===== config.mk =====
export PLATFORM = sky130hd
export DESIGN_NAME = rational_arithmetic_unit
export DESIGN_NICKNAME = d
export VERILOG_FILES = /design/src/hdl/rau_pkg.sv /design/src/hdl/rau_datapath.sv /design/src/hdl/rau_controller.sv /design/src/hdl/rational_arithmetic_unit.sv
export SDC_FILE = /design/constraint.sdc
export NUM_CORES = 2
export LEC_CHECK = 0
export ABC_CLOCK_PERIOD_IN_PS = 28900
export BUFFER_PORTS_ARGS = -buffer_cell sky130_fd_sc_hd__buf_2
export CAP_MARGIN = 20
export CORE_ASPECT_RATIO = 1.1
export CORE_UTILIZATION = 45
export CTS_CLUSTER_DIAMETER = 200
export DETAILED_ROUTE_END_ITERATION = 12
export MAX_ROUTING_LAYER = met4
export PLACE_DENSITY = 0.69
export REMOVE_ABC_BUFFERS = 1
export SYNTH_ARGS = -nofsm -noshare
export SYNTH_HDL_FRONTEND = slang
export SYNTH_SLANG_ARGS = --single-unit

===== constraint.sdc =====
create_clock -name clk_i -period 28.9 [get_ports clk_i]
set_input_delay 1.445 -clock clk_i [delete_from_list [all_inputs] [get_ports clk_i]]
set_output_delay 1.445 -clock clk_i [all_outputs]
set_load 0.01 [all_outputs]

===== src/hdl/rau_pkg.sv =====
`timescale 1ns / 1ps
package rau_pkg;

  localparam int unsigned DataWidth = 32;

  typedef enum logic [3:0] {
    OP_MAKE = 4'd0,
    OP_ADD  = 4'd1,
    OP_SUB  = 4'd2,
    OP_MUL  = 4'd3,
    OP_DIV  = 4'd4,
    OP_NEG  = 4'd5,
    OP_EQ   = 4'd6,
    OP_NE   = 4'd7,
    OP_LT   = 4'd8,
    OP_GT   = 4'd9,
    OP_LE   = 4'd10,
    OP_GE   = 4'd11
  } op_e;

  typedef enum logic [1:0] {
    ST_OK       = 2'd0,
    ST_ZERO_DEN = 2'd1,
    ST_DIV_ZERO = 2'd2,
    ST_OVERFLOW = 2'd3
  } status_e;

  typedef enum logic [3:0] {
    S_IDLE,
    S_LOAD,
    S_MUL,
    S_COMB,
    S_NORM,
    S_GCD,
    S_DIV,
    S_FINISH,
    S_DONE
  } state_e;

  // Commands from the controller to the datapath.
  typedef struct packed {
    logic load;
    logic mul_start;
    logic comb;
    logic gcd_start;
    logic div_start;
    logic finish;
  } cmd_t;

  // Status from the datapath to the controller.
  typedef struct packed {
    logic early;
    logic is_cmp;
    logic mul_done;
    logic gcd_done;
    logic div_done;
  } stat_t;

endpackage


===== src/hdl/rau_datapath.sv =====
`timescale 1ns / 1ps
module rau_datapath
  import rau_pkg::*;
#(
  parameter int unsigned DW = DataWidth
) (
  input  logic              clk_i,
  input  logic              rst_ni,
  input  cmd_t              cmd_i,
  output stat_t             stat_o,
  input  logic [3:0]        operation_i,
  input  logic [31:0]       a_num_i,
  input  logic [31:0]       a_den_i,
  input  logic [31:0]       b_num_i,
  input  logic [30:0]       b_den_i,
  output logic [31:0]       result_num_o,
  output logic [30:0]       result_den_o,
  output logic              compare_true_o,
  output logic [1:0]        status_o
);

  localparam int unsigned MW  = 2 * DW;
  localparam int unsigned MCW = $clog2(DW);
  localparam int unsigned DCW = $clog2(MW);

  logic [3:0]    op_q;
  logic          an_q, bn_q;
  logic [DW-1:0] am_q, ad_q, bm_q, bd_q;
  logic [1:0]    st_q;
  logic          early_q;

  logic [MW-1:0]  pa_q, pb_q, pc_q;
  logic [MW-1:0]  ca_q, cb_q, cc_q;
  logic [DW-1:0]  fa_q, fb_q, fc_q;
  logic [MCW-1:0] mcnt_q;
  logic           mbusy_q;

  logic [MW-1:0] x_q, y_q;
  logic          xn_q;
  logic          cmp_q;

  logic [MW-1:0]  gu_q, gv_q, g_q;
  logic [DCW-1:0] gk_q;
  logic           gbusy_q;

  logic [MW-1:0]  nq_q, nr_q, dq_q, dr_q;
  logic [DCW-1:0] dcnt_q;
  logic           dbusy_q;

  logic [DW-1:0] in_an, in_ad, in_bn, in_bd;
  logic          an_neg, ad_neg;
  logic [DW-1:0] an_mag, ad_mag, bn_mag;

  always_comb begin
    in_an  = a_num_i[DW-1:0];
    in_ad  = a_den_i[DW-1:0];
    in_bn  = b_num_i[DW-1:0];
    in_bd  = {1'b0, b_den_i[DW-2:0]};
    an_neg = in_an[DW-1];
    ad_neg = in_ad[DW-1];
    an_mag = an_neg ? (~in_an + 1'b1) : in_an;
    ad_mag = ad_neg ? (~in_ad + 1'b1) : in_ad;
    bn_mag = in_bn[DW-1] ? (~in_bn + 1'b1) : in_bn;
  end

  logic [MW-1:0] lim;
  assign lim = {{(DW + 1){1'b0}}, {(DW - 1){1'b1}}};

  // Factors of the numerator and denominator products.
  logic [DW-1:0] fa_sel, fc_sel;
  always_comb begin
    case (op_q)
      OP_MAKE, OP_NEG: begin
        fa_sel = DW'(1);
        fc_sel = DW'(1);
      end
      OP_MUL: begin
        fa_sel = bm_q;
        fc_sel = bd_q;
      end
      OP_DIV: begin
        fa_sel = bd_q;
        fc_sel = bm_q;
      end
      default: begin
        fa_sel = bd_q;
        fc_sel = bd_q;
      end
    endcase
  end

  logic          n2, sum_neg, cmp_r;
  logic [MW-1:0] sum_m, pa_s, pb_s;
  always_comb begin
    n2 = (op_q == OP_SUB) ? !bn_q : bn_q;
    if (an_q == n2) begin
      sum_m   = pa_q + pb_q;
      sum_neg = an_q;
    end else if (pa_q >= pb_q) begin
      sum_m   = pa_q - pb_q;
      sum_neg = an_q;
    end else begin
      sum_m   = pb_q - pa_q;
      sum_neg = n2;
    end
    pa_s = an_q ? (~pa_q + 1'b1) : pa_q;
    pb_s = bn_q ? (~pb_q + 1'b1) : pb_q;
    case (op_q)
      OP_EQ:   cmp_r = (pa_s == pb_s);
      OP_NE:   cmp_r = (pa_s != pb_s);
      OP_LT:   cmp_r = ($signed(pa_s) < $signed(pb_s));
      OP_GT:   cmp_r = ($signed(pa_s) > $signed(pb_s));
      OP_LE:   cmp_r = ($signed(pa_s) <= $signed(pb_s));
      OP_GE:   cmp_r = ($signed(pa_s) >= $signed(pb_s));
      default: cmp_r = 1'b0;
    endcase
  end

  always_ff @(posedge clk_i or negedge rst_ni) begin
    if (!rst_ni) begin
      gbusy_q <= 1'b0;
      dbusy_q <= 1'b0;
      mbusy_q <= 1'b0;
    end else begin
      if (cmd_i.gcd_start) begin
        gbusy_q <= 1'b1;
      end else if (gbusy_q && (gu_q == '0 || gv_q == '0)) begin
        gbusy_q <= 1'b0;
      end
      if (cmd_i.div_start) begin
        dbusy_q <= 1'b1;
      end else if (dbusy_q && dcnt_q == DCW'(MW - 1)) begin
        dbusy_q <= 1'b0;
      end
      if (cmd_i.mul_start) begin
        mbusy_q <= 1'b1;
      end else if (mbusy_q && mcnt_q == MCW'(DW - 1)) begin
        mbusy_q <= 1'b0;
      end
    end
  end

  logic [MW-1:0] nr_sh, dr_sh;
  assign nr_sh = {nr_q[MW-2:0], nq_q[MW-1]};
  assign dr_sh = {dr_q[MW-2:0], dq_q[MW-1]};

  always_ff @(posedge clk_i) begin
    if (cmd_i.load) begin
      op_q    <= operation_i;
      an_q    <= (an_neg != ad_neg) && (an_mag != '0);
      am_q    <= an_mag;
      ad_q    <= ad_mag;
      bn_q    <= in_bn[DW-1];
      bm_q    <= bn_mag;
      bd_q    <= in_bd;
      early_q <= 1'b1;
      st_q    <= ST_OK;
      if (operation_i > OP_GE) begin
        st_q <= ST_OK;
      end else if (in_ad == '0 ||
                   (operation_i != OP_MAKE && operation_i != OP_NEG && in_bd == '0)) begin
        st_q <= ST_ZERO_DEN;
      end else if (operation_i == OP_DIV && in_bn == '0) begin
        st_q <= ST_DIV_ZERO;
      end else begin
        early_q <= 1'b0;
      end
    end
    // Three shift-add products run side by side.
    if (cmd_i.mul_start) begin
      mcnt_q <= '0;
      pa_q   <= '0;
      pb_q   <= '0;
      pc_q   <= '0;
      ca_q   <= MW'(am_q);
      fa_q   <= fa_sel;
      cb_q   <= MW'(bm_q);
      fb_q   <= ad_q;
      cc_q   <= MW'(ad_q);
      fc_q   <= fc_sel;
    end else if (mbusy_q) begin
      mcnt_q <= mcnt_q + 1'b1;
      if (fa_q[0]) begin
        pa_q <= pa_q + ca_q;
      end
      if (fb_q[0]) begin
        pb_q <= pb_q + cb_q;
      end
      if (fc_q[0]) begin
        pc_q <= pc_q + cc_q;
      end
      ca_q <= ca_q << 1;
      cb_q <= cb_q << 1;
      cc_q <= cc_q << 1;
      fa_q <= fa_q >> 1;
      fb_q <= fb_q >> 1;
      fc_q <= fc_q >> 1;
    end
    if (cmd_i.comb) begin
      y_q   <= pc_q;
      cmp_q <= cmp_r;
      case (op_q)
        OP_ADD, OP_SUB: begin
          x_q  <= sum_m;
          xn_q <= sum_neg;
        end
        OP_NEG: begin
          x_q  <= pa_q;
          xn_q <= !an_q;
        end
        OP_MUL, OP_DIV: begin
          x_q  <= pa_q;
          xn_q <= (an_q != bn_q);
        end
        default: begin
          x_q  <= pa_q;
          xn_q <= an_q;
        end
      endcase
    end
    if (cmd_i.gcd_start) begin
      gu_q <= x_q;
      gv_q <= y_q;
      gk_q <= '0;
    end else if (gbusy_q && gu_q != '0 && gv_q != '0) begin
      if (!gu_q[0] && !gv_q[0]) begin
        gu_q <= gu_q >> 1;
        gv_q <= gv_q >> 1;
        gk_q <= gk_q + 1'b1;
      end else if (!gu_q[0]) begin
        gu_q <= gu_q >> 1;
      end else if (!gv_q[0]) begin
        gv_q <= gv_q >> 1;
      end else if (gu_q >= gv_q) begin
        gu_q <= (gu_q - gv_q) >> 1;
      end else begin
        gv_q <= (gv_q - gu_q) >> 1;
      end
    end else if (gbusy_q) begin
      g_q <= (gu_q | gv_q) << gk_q;
    end
    // Two restoring dividers share the gcd as divisor.
    if (cmd_i.div_start) begin
      nq_q   <= x_q;
      nr_q   <= '0;
      dq_q   <= y_q;
      dr_q   <= '0;
      dcnt_q <= '0;
    end else if (dbusy_q) begin
      dcnt_q <= dcnt_q + 1'b1;
      if (nr_sh >= g_q) begin
        nr_q <= nr_sh - g_q;
        nq_q <= {nq_q[MW-2:0], 1'b1};
      end else begin
        nr_q <= nr_sh;
        nq_q <= {nq_q[MW-2:0], 1'b0};
      end
      if (dr_sh >= g_q) begin
        dr_q <= dr_sh - g_q;
        dq_q <= {dq_q[MW-2:0], 1'b1};
      end else begin
        dr_q <= dr_sh;
        dq_q <= {dq_q[MW-2:0], 1'b0};
      end
    end
  end

  assign stat_o.early    = early_q;
  assign stat_o.is_cmp   = (op_q >= OP_EQ);
  assign stat_o.mul_done = !mbusy_q;
  assign stat_o.gcd_done = !gbusy_q;
  assign stat_o.div_done = !dbusy_q;

  logic          res_neg;
  logic          ovf;
  logic [MW-1:0] num_s;
  always_comb begin
    res_neg = xn_q && (nq_q != '0);
    ovf     = (dq_q > lim) || (nq_q > lim + MW'(res_neg));
    num_s   = res_neg ? (~nq_q + 1'b1) : nq_q;
  end

  logic [31:0] rn_q;
  logic [30:0] rd_q;
  logic        rc_q;
  logic [1:0]  rs_q;
  always_ff @(posedge clk_i or negedge rst_ni) begin
    if (!rst_ni) begin
      rn_q <= '0;
      rd_q <= '0;
      rc_q <= 1'b0;
      rs_q <= ST_OK;
    end else if (cmd_i.finish) begin
      rn_q <= '0;
      rd_q <= '0;
      rc_q <= 1'b0;
      rs_q <= st_q;
      if (!early_q) begin
        if (op_q >= OP_EQ) begin
          rc_q <= cmp_q;
        end else if (ovf) begin
          rs_q <= ST_OVERFLOW;
        end else begin
          rn_q <= 32'($signed(num_s[DW-1:0]));
          rd_q <= 31'(dq_q[DW-2:0]);
        end
      end
    end
  end

  assign result_num_o   = rn_q;
  assign result_den_o   = rd_q;
  assign compare_true_o = rc_q;
  assign status_o       = rs_q;

endmodule


===== src/hdl/rau_controller.sv =====
`timescale 1ns / 1ps
module rau_controller
  import rau_pkg::*;
(
  input  logic  clk_i,
  input  logic  rst_ni,
  input  logic  start_i,
  output logic  busy_o,
  output logic  done_o,
  output cmd_t  cmd_o,
  input  stat_t stat_i
);

  state_e state_q, state_d;
  logic   done_q;

  always_ff @(posedge clk_i or negedge rst_ni) begin
    if (!rst_ni) begin
      state_q <= S_IDLE;
      done_q  <= 1'b0;
    end else begin
      state_q <= state_d;
      done_q  <= (state_q == S_FINISH);
    end
  end

  always_comb begin
    state_d = state_q;
    cmd_o   = '0;
    case (state_q)
      S_IDLE: begin
        if (start_i) begin
          cmd_o.load = 1'b1;
          state_d    = S_LOAD;
        end
      end
      S_LOAD: begin
        if (stat_i.early) begin
          state_d = S_FINISH;
        end else begin
          cmd_o.mul_start = 1'b1;
          state_d         = S_MUL;
        end
      end
      S_MUL: begin
        if (stat_i.mul_done) begin
          state_d = S_COMB;
        end
      end
      S_COMB: begin
        cmd_o.comb = 1'b1;
        state_d    = stat_i.is_cmp ? S_FINISH : S_NORM;
      end
      S_NORM: begin
        cmd_o.gcd_start = 1'b1;
        state_d         = S_GCD;
      end
      S_GCD: begin
        if (stat_i.gcd_done) begin
          cmd_o.div_start = 1'b1;
          state_d         = S_DIV;
        end
      end
      S_DIV: begin
        if (stat_i.div_done) begin
          state_d = S_FINISH;
        end
      end
      S_FINISH: begin
        cmd_o.finish = 1'b1;
        state_d      = S_DONE;
      end
      S_DONE: begin
        state_d = S_IDLE;
      end
      default: begin
        state_d = S_IDLE;
      end
    endcase
  end

  assign busy_o = (state_q != S_IDLE);
  assign done_o = done_q;

`ifndef ASSERT_OFF
  a_done_after_finish: assert property (@(posedge clk_i) disable iff (!rst_ni)
    done_o |-> $past(state_q) == S_FINISH) else $error("done without finish");
  a_busy_on_start: assert property (@(posedge clk_i) disable iff (!rst_ni)
    (start_i && !busy_o) |=> busy_o) else $error("start not taken");
  a_done_single: assert property (@(posedge clk_i) disable iff (!rst_ni)
    done_o |=> !done_o) else $error("done held");
`endif

endmodule


===== src/hdl/rational_arithmetic_unit.sv =====
`timescale 1ns / 1ps
// Channel   Handshake     Payload
// command   start/busy    operation_i, a_num_i, a_den_i, b_num_i, b_den_i
// result    done_o        result_num_o, result_den_o, compare_true_o, status_o
// One word is taken at a rising edge with start high and busy low.
// A fraction operation holds busy through the shift-add products, the binary
// gcd and the restoring dividers. Comparisons skip the gcd and the dividers,
// and flagged words skip all three steps; the result strobe lasts one cycle,
// in the last busy cycle. A new word can be taken at the earliest in the
// cycle after the strobe. Reset clears the controller and the result
// registers; the receiver cannot stall the unit.
module rational_arithmetic_unit
  import rau_pkg::*;
#(
  parameter int unsigned DATA_WIDTH = DataWidth
) (
  input  logic        clk_i,
  input  logic        rst_ni,
  input  logic        start,
  output logic        busy,
  input  logic [3:0]  operation_i,
  input  logic [31:0] a_num_i,
  input  logic [31:0] a_den_i,
  input  logic [31:0] b_num_i,
  input  logic [30:0] b_den_i,
  output logic        done_o,
  output logic [31:0] result_num_o,
  output logic [30:0] result_den_o,
  output logic        compare_true_o,
  output logic [1:0]  status_o
);

  cmd_t  cmd;
  stat_t stat;

  rau_controller u_ctrl (
    .clk_i  (clk_i),
    .rst_ni (rst_ni),
    .start_i(start),
    .busy_o (busy),
    .done_o (done_o),
    .cmd_o  (cmd),
    .stat_i (stat)
  );

  rau_datapath #(.DW(DATA_WIDTH)) u_dp (
    .clk_i         (clk_i),
    .rst_ni        (rst_ni),
    .cmd_i         (cmd),
    .stat_o        (stat),
    .operation_i   (operation_i),
    .a_num_i       (a_num_i),
    .a_den_i       (a_den_i),
    .b_num_i       (b_num_i),
    .b_den_i       (b_den_i),
    .result_num_o  (result_num_o),
    .result_den_o  (result_den_o),
    .compare_true_o(compare_true_o),
    .status_o      (status_o)
  );

endmodule


==> impl_metrics.env <==
export IMPL_outcome="finished clean"
export IMPL_synth_area_per_cell_um2=8.224
export IMPL_yosysTopAreaCell="edfxtp_1"
export IMPL_synth_seq_cells=1283
export IMPL_cts_tree="built"
export IMPL_rsz0062_at_grt="no"
export IMPL_period_needed_ns=6.626
export IMPL_cts_reportedPaths_clkPinSlew_ns=0.07
export IMPL_worst_ep_required_time_ns=29.57
export IMPL_tns_ns=0
export IMPL_synth_cells=11970
export IMPL_synth_edff_count=778
export IMPL_slew_violations=0
export IMPL_hold_class="input pin to async pin"
export IMPL_grt_pass1_wl_um=540800
export IMPL_die_width_um=447.9
export IMPL_start_util_pct=45.41
export IMPL_num_vias=90520
export IMPL_die_area_mm2=0.2206
export IMPL_cts_resized=0
export IMPL_drt_antenna_violating_nets=0
export IMPL_finalSetupViolCount=0
export IMPL_ys_async_sr_fraction_pct=5.768
export IMPL_synth_cell_types=96
export IMPL_synthFlopType="edfxtp_1"
export IMPL_dr_pass1_iters=7
export IMPL_area_growth_pct=8.594
export IMPL_clock_sinks=1283
export IMPL_final_layout_size_suffix_gt1_share_pct=6.389
export IMPL_synth_area_top_cells="edfxtp_1, ha_1, dfxtp_1, nand2_1, a21oi_1"
export IMPL_dp_hpwl_um=282400
export IMPL_multi_input_area_mm2=0.06010
export IMPL_num_io_pins=202
export IMPL_fp_coreArea_mm2=0.2168
export IMPL_grt_pass1_vias=87350
export IMPL_numCtsBuffers=149
export IMPL_gr_total_overflow=0
export IMPL_cts_setup_buffers=0
export IMPL_finalHoldViolations=0
export IMPL_worstMarginPinSlew_ns=1.357
export IMPL_clk_insertion_delay_late_ns=0.88
export IMPL_final_nets=12710
export IMPL_io_buffers=201
export IMPL_grtUsageTotal_pct=32.93
export IMPL_cts_buffer_depth=3
export IMPL_grt_max_degree=107
export IMPL_maxSlewHeadroom_pct=8.732
export IMPL_ctsHoldBuffers=0
export IMPL_crit_arrival_ns=7.30
export IMPL_cp_start_kind="register"
export IMPL_finalCritPeriodShare_pct=22.93
export IMPL_wl_per_cell_um=24.56
export IMPL_end_kind="register"
export IMPL_ys_warn_count=0
export IMPL_drc=0
export IMPL_chipHeight_um=492.5
export IMPL_criticalPathCategory="register to register"
export IMPL_fmax_mhz=150.9
export IMPL_fillers=21020
export IMPL_maxCapViolCount=0
export IMPL_gp_congestion=1.053
export IMPL_drtIter0Drc=8708
export IMPL_routed_wl_um=363500
export IMPL_antenna_found_initial=11
export IMPL_critPathMaxFanout=8
export IMPL_skew_ns=0.08703
export IMPL_cts_htree_levels=4
export IMPL_yosysSeqAreaShare_pct=34.38
export IMPL_netlist_area_mm2=0.09844
export IMPL_cts_root_buf="clkbuf_16"
export IMPL_yosysTopAreaCellShare_pct=23.73
export IMPL_ff_latch_area_mm2=0.03386
export IMPL_viasPerCell=6.117
export IMPL_fp_row_count=179
==> cell usage in the layout, fill, tap and decap left out, types with 161 or more instances in the layout <==
| master | n |
|---|---|
| xnor2_1 | 560 |
| nand2_1 | 1863 |
| dfxtp_1 | 427 |
| xor2_1 | 161 |
| o21ai_0 | 848 |
| o21bai_1 | 166 |
| inv_1 | 553 |
| buf_2 | 201 |
| nand3_1 | 178 |
| nor2_1 | 1104 |
| a21o_1 | 301 |
| a21oi_1 | 1225 |
| edfxtp_1 | 778 |
| ha_1 | 803 |
| mux2i_1 | 210 |
| nand4_1 | 174 |
==> routing by layer <==
layer  vias to the layer above  wire length, um  part of all wire, %  global-route usage [%]
li1                      42580                -                    -                       -
met1                     43600           146900                   40                   39.14
met2                      3455           171800                   47                   53.86
met3                       892            20940                  5.8                   4.005
met4                         0            23830                  6.6                   18.50
met5                         -                0                    0                       -
==> per-stage QoR <==
step           utilization [%]  hold WS (ns)  setup slack (ns)  cells  area, um^2
3_5_place_dp             46.85        0.4557             22.25  14510      101600
4_1_cts                  49.29        0.4244             22.17  14790      106900
6_report                 49.31        0.4696             22.27  14800      106900
3_3_place_gp             46.84        0.4466             22.24  14510      101600
2_1_floorplan                -        0.4172            0.3118  11300       95870
5_1_grt                  49.31        0.4680             21.82  14800      106900
==> logic make-up after synthesis <==
logic type | after synthesis | share of synthesized area (%)
AND/OR/NAND/NOR | 4094 | 18.21
buffers and inverters | 1238 | 4.784
XOR/XNOR | 723 | 6.433
multiplexers | 288 | 3.577
adder cells (fa/ha/maj) | 813 | 10.41
flip-flops | 1283 | 34.38
AO/OA/AOI/OAI | 3531 | 22.21
==> registers in the layout, summed over array words and instances (netlist names), 32 cells and up <==
| name | count |
|---|---|
| u_dp.gv_q | 64 |
| u_dp.fc_q | 32 |
| u_dp.fa_q | 32 |
| u_dp.bm_q | 32 |
| u_dp.ca_q | 64 |
| u_dp.pa_q | 64 |
| u_dp.fb_q | 32 |
| u_dp.nq_q | 64 |
| u_dp.g_q | 64 |
| u_dp.y_q | 64 |
| u_dp.nr_q | 63 |
| u_dp.cc_q | 64 |
| u_dp.cb_q | 64 |
| u_dp.x_q | 64 |
| u_dp.dq_q | 64 |
| u_dp.ad_q | 32 |
| u_dp.pc_q | 64 |
| u_dp.pb_q | 64 |
| u_dp.gu_q | 64 |
| u_dp.result_num_o | 32 |
| u_dp.am_q | 32 |
| u_dp.dr_q | 63 |
==> critical path, cell delays in order (launching register included) <==
cell,delay [ns]
dfxtp_1,0.42
inv_1,0.32
ha_1,0.31
nand2_1,0.18
nor4_1,0.67
nand3_1,0.30
or3_1,0.51
nand2b_1,0.30
or3_1,0.45
or3_1,0.40
or3_1,0.35
o21ai_0,0.21
xnor2_1,0.09
ha_1,0.31
nand4_1,0.15
nor4_1,0.42
nand3_1,0.15
nand4b_1,0.27
xor2_1,0.22
nor3b_1,0.20
o21ai_0,0.11
nand2_1,0.10
==> final timing paths <==
| path | start | to | slack [ns] | depth (start not counted) |
|---|---|---|---|---|
| max reg2reg | u_dp.pa_q[1] | u_dp.cmp_q | 22.27 | 21 |
| max in group asynchronous | rst_ni | u_dp.dbusy_q | 27.08 | 2 |
| min reg2reg | u_dp.pc_q[0] | u_dp.y_q[0] | 0.47 | 0 |
| min in group clk_i | u_dp.pc_q[0] | u_dp.y_q[0] | 0.47 | 0 |
| max | u_dp.pa_q[1] | u_dp.cmp_q | 22.27 | 21 |
| min | rst_ni | u_dp.result_den_o[5] | 0.47 | 1 |
==> Yosys cell counts, drive strengths merged (210+ instances only) <==
cell and number:
nand2 1871, xnor2 561, mux2i 210, edfxtp 778, o21ai 852, clkbuf 595
a21oi 1225, ha 803, dfxtp 431, inv 556, a21o 301, nor2 1109
==> layout make-up <==
cell class / count / share of cell area, %
tap: 2896 / 3.390
timing repair buffer: 313 / 1.746
multi-input combinational: 9449 / 56.22
clock buffer: 184 / 3.754
antenna: 6 / 0.01405
clock inverter: 96 / 1.200
inverter: 570 / 2.006
sequential: 1283 / 31.67
Power is left out: the tool's default activity adds up to more than one toggle a clock period on the data nets, which glitch-free logic cannot reach.
